[src/sv/apsm_pkg.sv]
// shared constants and types for the adaptive point smoother
package apsm_pkg;

    // default coordinate format, whole pixels and fraction bits
    localparam int COORD_BITS_DEF = 12;
    localparam int FRAC_BITS_DEF  = 8;

    // configuration port geometry
    localparam int CFG_IDX_W  = 3;
    localparam int CFG_DATA_W = 16;

    // register widths
    localparam int DEAD_W  = 8;
    localparam int SLOW_W  = 8;
    localparam int LIMIT_W = 10;
    localparam int GAIN_W  = 16;

    // alpha is Q0.16 with one extra bit so that 1.0 fits
    localparam int                 ALPHA_W    = GAIN_W + 1;
    localparam logic [ALPHA_W-1:0] ALPHA_ONE  = 17'h10000;
    localparam logic [GAIN_W-1:0]  BLEND_HALF = 16'h8000;

    // register reset values
    localparam logic [DEAD_W-1:0]  DEAD_ZONE_RST  = 8'd3;
    localparam logic [SLOW_W-1:0]  SLOW_LIMIT_RST = 8'd10;
    localparam logic [LIMIT_W-1:0] FAST_LIMIT_RST = 10'd50;
    localparam logic [GAIN_W-1:0]  SLOW_ALPHA_RST = 16'd3277;
    localparam logic [GAIN_W-1:0]  FAST_ALPHA_RST = 16'd45875;
    localparam logic [GAIN_W-1:0]  RAMP_SLOPE_RST = 16'd983;

    // register indexes
    typedef enum logic [CFG_IDX_W-1:0] {
        CFG_DEAD_ZONE  = 3'd0,
        CFG_SLOW_LIMIT = 3'd1,
        CFG_FAST_LIMIT = 3'd2,
        CFG_SLOW_ALPHA = 3'd3,
        CFG_FAST_ALPHA = 3'd4,
        CFG_RAMP_SLOPE = 3'd5
    } t_cfg_idx;

endpackage

[src/sv/adaptive_point_smoother.sv]
// adaptive point smoother: dead band, distance-dependent gain, exponential blend
//
// Usage: raw points enter on the input channel (i_in_valid / o_in_stall) with
// a restart flag; one smoothed point leaves on the output channel
// (o_out_valid / i_out_stall) for every point taken. Registers are written
// through the config channel (i_cfg_valid / o_cfg_ready, always ready).
// One shared multiplier with a registered product and one accumulator do all
// arithmetic under a small sequencer; the square root runs one result bit
// per cycle, D = COORD_BITS + FRAC_BITS + 1 steps (21 at the defaults, one
// less when that sum exceeds 31).
// Path to o_out_valid: the first point after reset or restart goes straight
// to S_FIN; others pass the squares, the root and S_BAND, then the blend for
// each axis unless in the dead band, with S_RAMP and S_RINC in the ramp band.
// One point is in work at a time: o_in_stall is high from the input transfer
// until the result transfer, so no new point enters before the result leaves.
// While the receiver stalls, the result holds on the output ports.
// Reset restores the register defaults and drops the primed state, so the
// next point passes through unchanged.
module adaptive_point_smoother #(
    parameter int COORD_BITS = apsm_pkg::COORD_BITS_DEF,
    parameter int FRAC_BITS  = apsm_pkg::FRAC_BITS_DEF
) (
    input  logic                            i_clk,
    input  logic                            i_rst_n,
    // input channel
    input  logic                            i_in_valid,
    output logic                            o_in_stall,
    input  logic [COORD_BITS-1:0]           i_raw_x,
    input  logic [COORD_BITS-1:0]           i_raw_y,
    input  logic                            i_restart,
    // output channel
    output logic                            o_out_valid,
    input  logic                            i_out_stall,
    output logic [COORD_BITS-1:0]           o_out_x,
    output logic [COORD_BITS-1:0]           o_out_y,
    // config channel
    input  logic                            i_cfg_valid,
    output logic                            o_cfg_ready,
    input  logic [apsm_pkg::CFG_IDX_W-1:0]  i_cfg_index,
    input  logic [apsm_pkg::CFG_DATA_W-1:0] i_cfg_data
);
    import apsm_pkg::*;

    // held point width and distance shift
    localparam int HW   = COORD_BITS + FRAC_BITS;
    localparam int DSH  = (HW > 31) ? 1 : 0;
    localparam int DW   = HW - DSH;
    localparam int SW   = 2 * DW + 1;
    localparam int LIMW = LIMIT_W + FRAC_BITS;
    localparam int CMPW = (HW + 1 > LIMW) ? HW + 1 : LIMW;
    localparam int MW0  = (HW > LIMW) ? HW : LIMW;
    localparam int MW   = (MW0 > ALPHA_W) ? MW0 : ALPHA_W;
    localparam int PW   = 2 * MW;
    localparam int AW   = PW + 1;
    localparam logic [AW-1:0] HALF_FRAC = AW'(1) << (FRAC_BITS - 1);

    typedef enum logic [12:0] {
        S_IDLE = 13'b0000000000001,
        S_SQX  = 13'b0000000000010,
        S_SQY  = 13'b0000000000100,
        S_SUM  = 13'b0000000001000,
        S_ROOT = 13'b0000000010000,
        S_BAND = 13'b0000000100000,
        S_RAMP = 13'b0000001000000,
        S_RINC = 13'b0000010000000,
        S_BL0  = 13'b0000100000000,
        S_BL1  = 13'b0001000000000,
        S_BL2  = 13'b0010000000000,
        S_FIN  = 13'b0100000000000,
        S_OUT  = 13'b1000000000000
    } t_state;

    t_state               r_state, n_state;
    logic                 r_primed, n_primed;
    logic                 r_out_valid, n_out_valid;
    logic [DEAD_W-1:0]    r_dead_zone, n_dead_zone;
    logic [SLOW_W-1:0]    r_slow_limit, n_slow_limit;
    logic [LIMIT_W-1:0]   r_fast_limit, n_fast_limit;
    logic [GAIN_W-1:0]    r_slow_alpha, n_slow_alpha;
    logic [GAIN_W-1:0]    r_fast_alpha, n_fast_alpha;
    logic [GAIN_W-1:0]    r_ramp_slope, n_ramp_slope;
    logic [HW-1:0]        r_held_x, n_held_x;
    logic [HW-1:0]        r_held_y, n_held_y;
    logic [HW-1:0]        r_raw_x, n_raw_x;
    logic [HW-1:0]        r_raw_y, n_raw_y;
    logic                 r_sel_y, n_sel_y;
    logic [AW-1:0]        r_acc, n_acc;
    logic [SW-1:0]        r_root, n_root;
    logic [SW-1:0]        r_bit, n_bit;
    logic [PW-1:0]        r_prod;
    logic [ALPHA_W-1:0]   r_alpha, n_alpha;
    logic [COORD_BITS-1:0] r_out_x, n_out_x;
    logic [COORD_BITS-1:0] r_out_y, n_out_y;

    logic [HW-1:0]        diff_x, diff_y;
    logic [DW-1:0]        ax, ay;
    logic [CMPW-1:0]      dist_q, dead_q, slow_q, fast_q, over_w;
    logic [LIMW-1:0]      over;
    logic [MW-1:0]        mul_a, mul_b;
    logic [SW:0]          trial;
    logic [AW-1:0]        inc_w, alpha_sum, blend_sum;
    logic [ALPHA_W-1:0]   alpha_sat;
    logic [HW-1:0]        raw_sel, held_sel, blend_q;
    logic [HW:0]          rnd_x, rnd_y;
    logic [COORD_BITS:0]  pix_x, pix_y;
    logic [COORD_BITS-1:0] sat_x, sat_y;

    assign o_in_stall  = (r_state != S_IDLE);
    assign o_out_valid = r_out_valid;
    assign o_out_x     = r_out_x;
    assign o_out_y     = r_out_y;
    assign o_cfg_ready = 1'b1;

    // distance operands
    assign diff_x = (r_raw_x >= r_held_x) ? (r_raw_x - r_held_x) : (r_held_x - r_raw_x);
    assign diff_y = (r_raw_y >= r_held_y) ? (r_raw_y - r_held_y) : (r_held_y - r_raw_y);
    assign ax     = diff_x[HW-1:DSH];
    assign ay     = diff_y[HW-1:DSH];

    // band limits in the distance format
    assign dist_q = CMPW'(r_root[DW:0]) << DSH;
    assign dead_q = CMPW'(r_dead_zone) << FRAC_BITS;
    assign slow_q = CMPW'(r_slow_limit) << FRAC_BITS;
    assign fast_q = CMPW'(r_fast_limit) << FRAC_BITS;
    assign over_w = dist_q - slow_q;
    assign over   = over_w[LIMW-1:0];

    // square root trial value
    assign trial = (SW + 1)'(r_root) + (SW + 1)'(r_bit);

    // ramp alpha with saturation at 1.0
    assign inc_w     = (AW'(r_prod) + HALF_FRAC) >> FRAC_BITS;
    assign alpha_sum = AW'(r_slow_alpha) + inc_w;
    assign alpha_sat = (alpha_sum > AW'(ALPHA_ONE)) ? ALPHA_ONE : alpha_sum[ALPHA_W-1:0];

    // blend operands and result
    assign raw_sel   = r_sel_y ? r_raw_y : r_raw_x;
    assign held_sel  = r_sel_y ? r_held_y : r_held_x;
    assign blend_sum = r_acc + AW'(r_prod);
    assign blend_q   = blend_sum[GAIN_W +: HW];

    // round to whole pixels, saturating
    assign rnd_x = (HW + 1)'(r_held_x) + ((HW + 1)'(1) << (FRAC_BITS - 1));
    assign rnd_y = (HW + 1)'(r_held_y) + ((HW + 1)'(1) << (FRAC_BITS - 1));
    assign pix_x = rnd_x[HW:FRAC_BITS];
    assign pix_y = rnd_y[HW:FRAC_BITS];
    assign sat_x = pix_x[COORD_BITS] ? {COORD_BITS{1'b1}} : pix_x[COORD_BITS-1:0];
    assign sat_y = pix_y[COORD_BITS] ? {COORD_BITS{1'b1}} : pix_y[COORD_BITS-1:0];

    // shared multiplier operand select
    always_comb begin
        mul_a = '0;
        mul_b = '0;
        unique case (r_state)
            S_SQX: begin
                mul_a = MW'(ax);
                mul_b = MW'(ax);
            end
            S_SQY: begin
                mul_a = MW'(ay);
                mul_b = MW'(ay);
            end
            S_RAMP: begin
                mul_a = MW'(over);
                mul_b = MW'(r_ramp_slope);
            end
            S_BL0: begin
                mul_a = MW'(r_alpha);
                mul_b = MW'(raw_sel);
            end
            S_BL1: begin
                mul_a = MW'(ALPHA_ONE - r_alpha);
                mul_b = MW'(held_sel);
            end
            default: begin
                mul_a = '0;
                mul_b = '0;
            end
        endcase
    end

    // sequencer and datapath next state
    always_comb begin
        n_state      = r_state;
        n_primed     = r_primed;
        n_out_valid  = r_out_valid;
        n_dead_zone  = r_dead_zone;
        n_slow_limit = r_slow_limit;
        n_fast_limit = r_fast_limit;
        n_slow_alpha = r_slow_alpha;
        n_fast_alpha = r_fast_alpha;
        n_ramp_slope = r_ramp_slope;
        n_held_x     = r_held_x;
        n_held_y     = r_held_y;
        n_raw_x      = r_raw_x;
        n_raw_y      = r_raw_y;
        n_sel_y      = r_sel_y;
        n_acc        = r_acc;
        n_root       = r_root;
        n_bit        = r_bit;
        n_alpha      = r_alpha;
        n_out_x      = r_out_x;
        n_out_y      = r_out_y;

        // register writes
        if (i_cfg_valid) begin
            unique case (i_cfg_index)
                CFG_DEAD_ZONE:  n_dead_zone  = i_cfg_data[DEAD_W-1:0];
                CFG_SLOW_LIMIT: n_slow_limit = i_cfg_data[SLOW_W-1:0];
                CFG_FAST_LIMIT: n_fast_limit = i_cfg_data[LIMIT_W-1:0];
                CFG_SLOW_ALPHA: n_slow_alpha = i_cfg_data[GAIN_W-1:0];
                CFG_FAST_ALPHA: n_fast_alpha = i_cfg_data[GAIN_W-1:0];
                CFG_RAMP_SLOPE: n_ramp_slope = i_cfg_data[GAIN_W-1:0];
                default: ;
            endcase
        end

        unique case (r_state)
            // take a point; the first one after reset or a restart point loads the state directly
            S_IDLE: begin
                if (i_in_valid) begin
                    n_raw_x = HW'(i_raw_x) << FRAC_BITS;
                    n_raw_y = HW'(i_raw_y) << FRAC_BITS;
                    if (i_restart || !r_primed) begin
                        n_held_x = HW'(i_raw_x) << FRAC_BITS;
                        n_held_y = HW'(i_raw_y) << FRAC_BITS;
                        n_primed = 1'b1;
                        n_state  = S_FIN;
                    end else begin
                        n_state = S_SQX;
                    end
                end
            end
            S_SQX: n_state = S_SQY;
            S_SQY: begin
                n_acc   = AW'(r_prod);
                n_state = S_SUM;
            end
            // sum of squares, start the root
            S_SUM: begin
                n_acc   = r_acc + AW'(r_prod);
                n_root  = '0;
                n_bit   = SW'(1) << (SW - 1);
                n_state = S_ROOT;
            end
            // one root bit per cycle
            S_ROOT: begin
                if (r_acc >= AW'(trial)) begin
                    n_acc  = r_acc - AW'(trial);
                    n_root = (r_root >> 1) + r_bit;
                end else begin
                    n_root = r_root >> 1;
                end
                n_bit = r_bit >> 2;
                if (r_bit[0]) begin
                    n_state = S_BAND;
                end
            end
            // pick the gain band
            S_BAND: begin
                n_sel_y = 1'b0;
                if (dist_q < dead_q) begin
                    n_state = S_FIN;
                end else if (dist_q < slow_q) begin
                    n_alpha = ALPHA_W'(r_slow_alpha);
                    n_state = S_BL0;
                end else if (dist_q > fast_q) begin
                    n_alpha = ALPHA_W'(r_fast_alpha);
                    n_state = S_BL0;
                end else begin
                    n_state = S_RAMP;
                end
            end
            S_RAMP: n_state = S_RINC;
            S_RINC: begin
                n_alpha = alpha_sat;
                n_state = S_BL0;
            end
            // blend: alpha*raw, then (1-alpha)*held, then sum
            S_BL0: n_state = S_BL1;
            S_BL1: begin
                n_acc   = AW'(r_prod) + AW'(BLEND_HALF);
                n_state = S_BL2;
            end
            S_BL2: begin
                if (r_sel_y) begin
                    n_held_y = blend_q;
                    n_state  = S_FIN;
                end else begin
                    n_held_x = blend_q;
                    n_sel_y  = 1'b1;
                    n_state  = S_BL0;
                end
            end
            // load the result register
            S_FIN: begin
                n_out_x     = sat_x;
                n_out_y     = sat_y;
                n_out_valid = 1'b1;
                n_state     = S_OUT;
            end
            S_OUT: begin
                if (!i_out_stall) begin
                    n_out_valid = 1'b0;
                    n_state     = S_IDLE;
                end
            end
            default: n_state = S_IDLE;
        endcase
    end

    // control and state registers
    always_ff @(posedge i_clk) begin
        if (!i_rst_n) begin
            r_state      <= S_IDLE;
            r_primed     <= 1'b0;
            r_out_valid  <= 1'b0;
            r_dead_zone  <= DEAD_ZONE_RST;
            r_slow_limit <= SLOW_LIMIT_RST;
            r_fast_limit <= FAST_LIMIT_RST;
            r_slow_alpha <= SLOW_ALPHA_RST;
            r_fast_alpha <= FAST_ALPHA_RST;
            r_ramp_slope <= RAMP_SLOPE_RST;
            r_held_x     <= '0;
            r_held_y     <= '0;
        end else begin
            r_state      <= n_state;
            r_primed     <= n_primed;
            r_out_valid  <= n_out_valid;
            r_dead_zone  <= n_dead_zone;
            r_slow_limit <= n_slow_limit;
            r_fast_limit <= n_fast_limit;
            r_slow_alpha <= n_slow_alpha;
            r_fast_alpha <= n_fast_alpha;
            r_ramp_slope <= n_ramp_slope;
            r_held_x     <= n_held_x;
            r_held_y     <= n_held_y;
        end
    end

    // datapath registers
    always_ff @(posedge i_clk) begin
        r_raw_x <= n_raw_x;
        r_raw_y <= n_raw_y;
        r_sel_y <= n_sel_y;
        r_acc   <= n_acc;
        r_root  <= n_root;
        r_bit   <= n_bit;
        r_prod  <= mul_a * mul_b;
        r_alpha <= n_alpha;
        r_out_x <= n_out_x;
        r_out_y <= n_out_y;
    end

    // a result is only offered while no new point can enter
    a_out_excl: assert property (@(posedge i_clk) disable iff (!i_rst_n)
        o_out_valid |-> o_in_stall)
        else $error("result offered while input open");

    // a restart point goes straight to the result stage
    a_restart: assert property (@(posedge i_clk) disable iff (!i_rst_n)
        (i_in_valid && !o_in_stall && i_restart) |=> (r_state == S_FIN))
        else $error("restart point not passed through");

    // root iteration walks a single bit down
    a_root_bit: assert property (@(posedge i_clk) disable iff (!i_rst_n)
        (r_state == S_ROOT) |-> $onehot(r_bit))
        else $error("root bit lost");

    // blend gain never exceeds one
    a_alpha: assert property (@(posedge i_clk) disable iff (!i_rst_n)
        (r_state == S_BL1) |-> (r_alpha <= ALPHA_ONE))
        else $error("alpha above one");

endmodule
[config.mk]
export PLATFORM = sky130hd
export DESIGN_NAME = adaptive_point_smoother
export DESIGN_NICKNAME = d
export VERILOG_FILES = /design/src/sv/apsm_pkg.sv /design/src/sv/adaptive_point_smoother.sv
export SDC_FILE = /design/constraint.sdc
export NUM_CORES = 2
export LEC_CHECK = 0
export BUFFER_PORTS_ARGS = -buffer_cell sky130_fd_sc_hd__buf_2
export CAP_MARGIN = 20
export CORE_ASPECT_RATIO = 1.2
export CORE_MARGIN = 4
export CORE_UTILIZATION = 30
export CTS_BUF_LIST = sky130_fd_sc_hd__clkbuf_8
export DETAILED_ROUTE_END_ITERATION = 6
export HOLD_SLACK_MARGIN = 0.02
export SYNTH_ARGS = -nofsm -noshare
export SYNTH_HDL_FRONTEND = slang
export SYNTH_SLANG_ARGS = --single-unit
[constraint.sdc]
create_clock -name i_clk -period 13.1 [get_ports i_clk]
set_input_delay 0.655 -clock i_clk [delete_from_list [all_inputs] [get_ports i_clk]]
set_output_delay 0.655 -clock i_clk [all_outputs]
set_load 0.03 [all_outputs]
# Yosys cells after proc, flatten, opt, wreduce, memory -nomap -nowiden
# Index checks and enable logic that the tools add are counted.
dict set report totals {
  register_bits 358
  word_cells 131
  in_bits 49
  output_inout_bits 27
}
dict set report op_classes {
  eq_ne 28
  n_reduce_logical 23
  order_cmp 7
  add_sub_neg 15
  muxes 36
  mul 1
}
# operator n
set op_table {}
lappend op_table {{$mux 20} 10}
lappend op_table {{$pmux 20 s5} 2}
lappend op_table {{$pmux 13 s13} 1}
lappend op_table {{$pmux 41 s2} 2}
lappend op_table {{$pmux 41 s4} 1}
lappend op_table {{$mux 41} 2}
lappend op_table {{$pmux 20 s2} 2}
lappend op_table {{$sub 20x20->20} 4}
lappend op_table {{$mux 17} 4}
lappend op_table {{$add 20x8->21 const B} 2}
lappend op_table {{$lt 21x16->1} 2}
lappend op_table {{$add 40x16->41 const B} 1}
lappend op_table {{$add 40x41->41} 1}
lappend op_table {{$add 40x8->41 const B} 1}
lappend op_table {{$add 41x40->41} 1}
lappend op_table {{$add 41x41->41} 1}
lappend op_table {{$ge 41x41->1} 1}
lappend op_table {{$sub 41x41->41} 1}
lappend op_table {{$ge 20x20->1} 2}
lappend op_table {{$mul 20x20->40} 1}
lappend op_table {{$mux 13} 3}
lappend op_table {{$mux 12} 3}
lappend op_table {{$add 16x33->34} 1}
lappend op_table {{$gt 34x17->1 const B} 1}
lappend op_table {{other kinds (34)} 60}

# Depth between registers and ports, before layout
dict set report logic_depth {
  depth_word 5
  depth_mapped 46
  ltp_nobuf 41
}

# Least setup slack after synthesis
# OpenSTA, ideal clock, no wires.
dict set report synth_timing {
  kind {flip-flop to flip-flop}
  from {reg r_held_y[13]}
  to {reg r_prod[36]}
  setup_ns 0.072
  required_time_ns 13.028
  synth_period_minus_slack_ns 10.159
  t_arrival_ns 10.087
  path_stages_with_launch 41
  slack_ns 2.941
  n_path_buf 4
  cell_sequence {dfxtp_1 clkbuf_1 inv_1 ha_1 clkbuf_1 a21o_1 a21oi_1 o21bai_1 a31o_2 a31o_2 a21o_1 buf_2 buf_2 mux2i_1 o22ai_1 a2111oi_1 nor2_1 fa_1 (+5 left out) fa_1 fa_1 inv_1 fa_1 inv_1 ha_1 a21oi_1 o2111ai_1 a221o_1 a22oi_1 o2111ai_1 and3_1 a2111oi_0 a221o_1 nand2_1 a21o_1 a21oi_1 xnor2_1}
}
dict set report synth_via {
  elab_chain_cells 4
  word_cells_on_any_way 8
  cone_classes {add/sub (2); mul (1); order compare (1); mux (4)}
}
# element line
set synth_rtl {}
lappend synth_rtl {{from (decl)} adaptive_point_smoother.sv:83} ;# logic [HW-1:0] r_held_y, n_held_y;
lappend synth_rtl {{from (signal assigned)} adaptive_point_smoother.sv:337} ;# r_held_y <= n_held_y;
lappend synth_rtl {{$sub 20x20->20 / $ge 20x20->1 (equally long branches)} adaptive_point_smoother.sv:116} ;# assign diff_y = (r_raw_y >= r_held_y) ? (r_raw_y - r_held_y) : (r_held_y - r_raw_y);
lappend synth_rtl {{$mux 20} adaptive_point_smoother.sv:116}
lappend synth_rtl {{$pmux 20 s5} adaptive_point_smoother.sv:154} ;# unique case (r_state)
lappend synth_rtl {{$mul 20x20->40 (*)} adaptive_point_smoother.sv:349} ;# r_prod <= mul_a * mul_b;
lappend synth_rtl {{to (signal assigned)} adaptive_point_smoother.sv:349}
lappend synth_rtl {{to (decl)} adaptive_point_smoother.sv:90} ;# logic [PW-1:0] r_prod;
# Mark *: on every way between the ends. The rest lies on a longest branch, timed or not.
# A chain may end at the register's enable or synchronous reset.

# Worst setup path in the final report
dict set report layout_timing {
  from {reg r_held_y[8]}
  to {reg r_prod[36]}
}
# The elaborated chain is that of the path after synthesis.

==> reports/metrics.yaml <==
status: "completed"
required_ns: 13.69
critPathLaunchType: "flop"
first_iter_violations: 2938
fin_skew_ns: 0.06083
die_x_um: 337.7
leakagePower_nw: 19.08
synth_area_per_cell_um2: 8.416
core_area_um2: 129000
synth_ff_type: "edfxtp_1"
dp_hpwl_mm: 108.5
syn_to_final_growth_pct: 9.666
num_vias: 34690
cts_buffers: 69
regArea_um2: 8458
port_buffers: 74
gp_congestion: 0.9895
wl_per_cell_um: 21.62
worst_pin_slew_ns: 1.350
setup-tns-final_ns: 0
final_cell_mix: "nand2_1, inv_1, nor2_1"
crit_fanout: 23
dieArea_um2: 136300
die_h_um: 403.6
grt_pass1_vias: 34860
clock-sinks: 338
cts_hold_buf: 0
cap_violations: 0
cts_tree: "done"
max_slew_margin: 0.1002
cts_root_buf: "clkbuf_8"
synth_area_um2: 39130
swShare: 0.3663
async_reset_ff_frac: 0
path_clk_slew_ns: 0.06
power.total_mw: 3.401
clockPowerShare: 0.354
placementRows: 144
drc: 0
final_antenna_net_count: 0
timing_worst_setup_path_type: "reg -> reg"
final_hold_viol_count: 0
switchingPower_mw: 1.246
layout-drive-gt1-share: 0.06987
drt_wl_total_mm: 138.4
ys_ff_latch: 338
start_util: 0.3033
wl_met2_mm: 62.90
slowest_delay_ns: 0.75
setup-violations-final: 0
h-tree-depth: 3
n_fill_cell: 13480
post_cts_resized: 0
holdCritPathClass: "in -> reg"
syn-num-nets: 5392
seq_power_share: 0.377
grt-ovfl-total: 0
p_per_area_nw_per_um2: 79.26
yosysWarnings: 0
synth_edf_count: 169
grt_use_total: 0.2010
max_clock_freq_mhz: 84.18
cp_slowest_cell: "a221o_1"
peakVddDrop_v: 0.00005688
drt-pass1-iter-count: 6
wl_met3_mm: 10.98
worstSkewPairLatency_ns: 0.71
via_per_inst: 5.417
rsz0062_at_grt: "no"
grt_pass1_wl_mm: 211.2
clock_path_buffers: 3
final_common_cell: "nand2_1"
ios: 76
nets: 5410
period_minus_slack_ns: 11.88
antenna_found_initial: 5
post-cts-setup-buffer-count: 0
p_int_mw: 2.155
synth_cell_types: 88
combPwrFrac: 0.270
endpoint_kind: "flop"
m1WireLength_mm: 55.76
fin_crit_sh: 0.9068
slew_violations: 0
top_layer: "met4"
syn_inst: 4650
multi_input_area_um2: 28070
ys_seq_area_frac: 0.2161
critPathArrivalTime_ns: 12.47
grt_max_degree: 75
[layout make-up]
cell class                      count  share of cell area
Antenna cell                        1          0.00005831
Clock buffer                       80             0.02566
Clock inverter                     46            0.008368
Inverter                          502             0.04391
Multi-Input combinational cell   3607              0.6540
Sequential cell                   338              0.1971
Tap cell                         1679             0.04895
Timing Repair Buffer              150             0.02192
[logic make-up (layout without fill, tap and decap cells)]
family,count (synthesis),in the layout,synth area share
AO/OA/AOI/OAI,1017,1017,0.1673
adder cells (fa/ha/maj),693,693,0.2841
other,1,2,0.00009583
buffers and inverters,705,778,0.06842
flip-flops,338,338,0.2161
multiplexers,66,66,0.01717
XOR/XNOR,294,294,0.06580
AND/OR/NAND/NOR,1536,1536,0.1810
[final timing paths]
| kind | from | end | slack [ns] | depth (start not counted) |
|---|---|---|---|---|
| worst min-delay path | i_raw_x[8] | r_raw_x[16]$_DFFE_PP_ | 0.16 | 1 |
| worst min register to register | r_dead_zone[5]$_SDFFE_PN0P_ | r_dead_zone[5]$_SDFFE_PN0P_ | 0.46 | 2 |
| worst max-delay path | r_held_y[8]$_SDFFE_PN0P_ | r_prod[36]$_DFF_P_ | 1.22 | 39 |
| worst max register to register | r_held_y[8]$_SDFFE_PN0P_ | r_prod[36]$_DFF_P_ | 1.22 | 39 |
[per-layer routing]
metal  global-route usage  up-vias
met2               0.3278     1384
met5                    0        -
met3              0.03845      337
met4               0.1104        0
met1               0.2497    16980
li1                     -    15990
[power groups by stage]
stage	clock (mW)	combinational, mW	sequential [mW]
2_1_floorplan	0	0.641	1.27
3_3_place_gp	0	0.898	1.30
3_5_place_dp	0	0.894	1.30
4_1_cts	1.23	0.900	1.28
5_1_grt	1.27	0.997	1.29
6_report	1.20	0.917	1.28
[worst max-delay path, delay by kind of cell, from the launching register on]
| kind | cells | cell delay (ns) |
|---|---|---|
| simple gates | 5 | 0.94 |
| xor+xnor | 2 | 0.33 |
| buf+inv | 7 | 0.64 |
| fa+ha+maj | 9 | 4.09 |
| compound gates | 16 | 5.33 |
| flops | 1 | 0.42 |
[registers in the layout, indices dropped and copies added, names as in the netlist, 10 cells and up]
signal and cells:
r_acc 41, r_root 41, r_prod 40, r_bit 21, r_held_x 20, r_held_y 20
r_alpha 17, r_fast_alpha 16, r_ramp_slope 16, r_slow_alpha 16, r_state 13, o_out_x 12
o_out_y 12, r_raw_x 12, r_raw_y 12, r_fast_limit 10
[synth_stat cells, types with 69 or more instances]
library cell	instances	area share
nand2_1	600	0.058
inv_1	501	0.048
nor2_1	402	0.039
ha_1	367	0.12
fa_1	326	0.17
a21oi_1	298	0.038
o21ai_0	194	0.025
clkbuf_1	174	0.017
dfxtp_1	169	0.086
edfxtp_1	169	0.13
xnor2_1	161	0.036
xor2_1	133	0.030
nand3_1	95	0.012
a21o_1	85	0.016
nor3_1	69	0.0088
[metrics by stage]
| stage | std cells | cell area, um2 | hold slack (ns) | utilization | setup WS, ns |
|---|---|---|---|---|---|
| floorplan | 4650 | 39130 | 0.4360 | - | 2.941 |
| global placement | 6273 | 41430 | 0.4422 | 0.3212 | 1.406 |
| detailed placement | 6274 | 41440 | 0.4484 | 0.3212 | 1.373 |
| CTS | 6400 | 42900 | 0.1217 | 0.3325 | 1.298 |
| global route | 6403 | 42910 | 0.1579 | 0.3327 | 0.4086 |
| finish | 6403 | 42910 | 0.1649 | 0.3327 | 1.221 |
(Power assumes the default switching activity.)
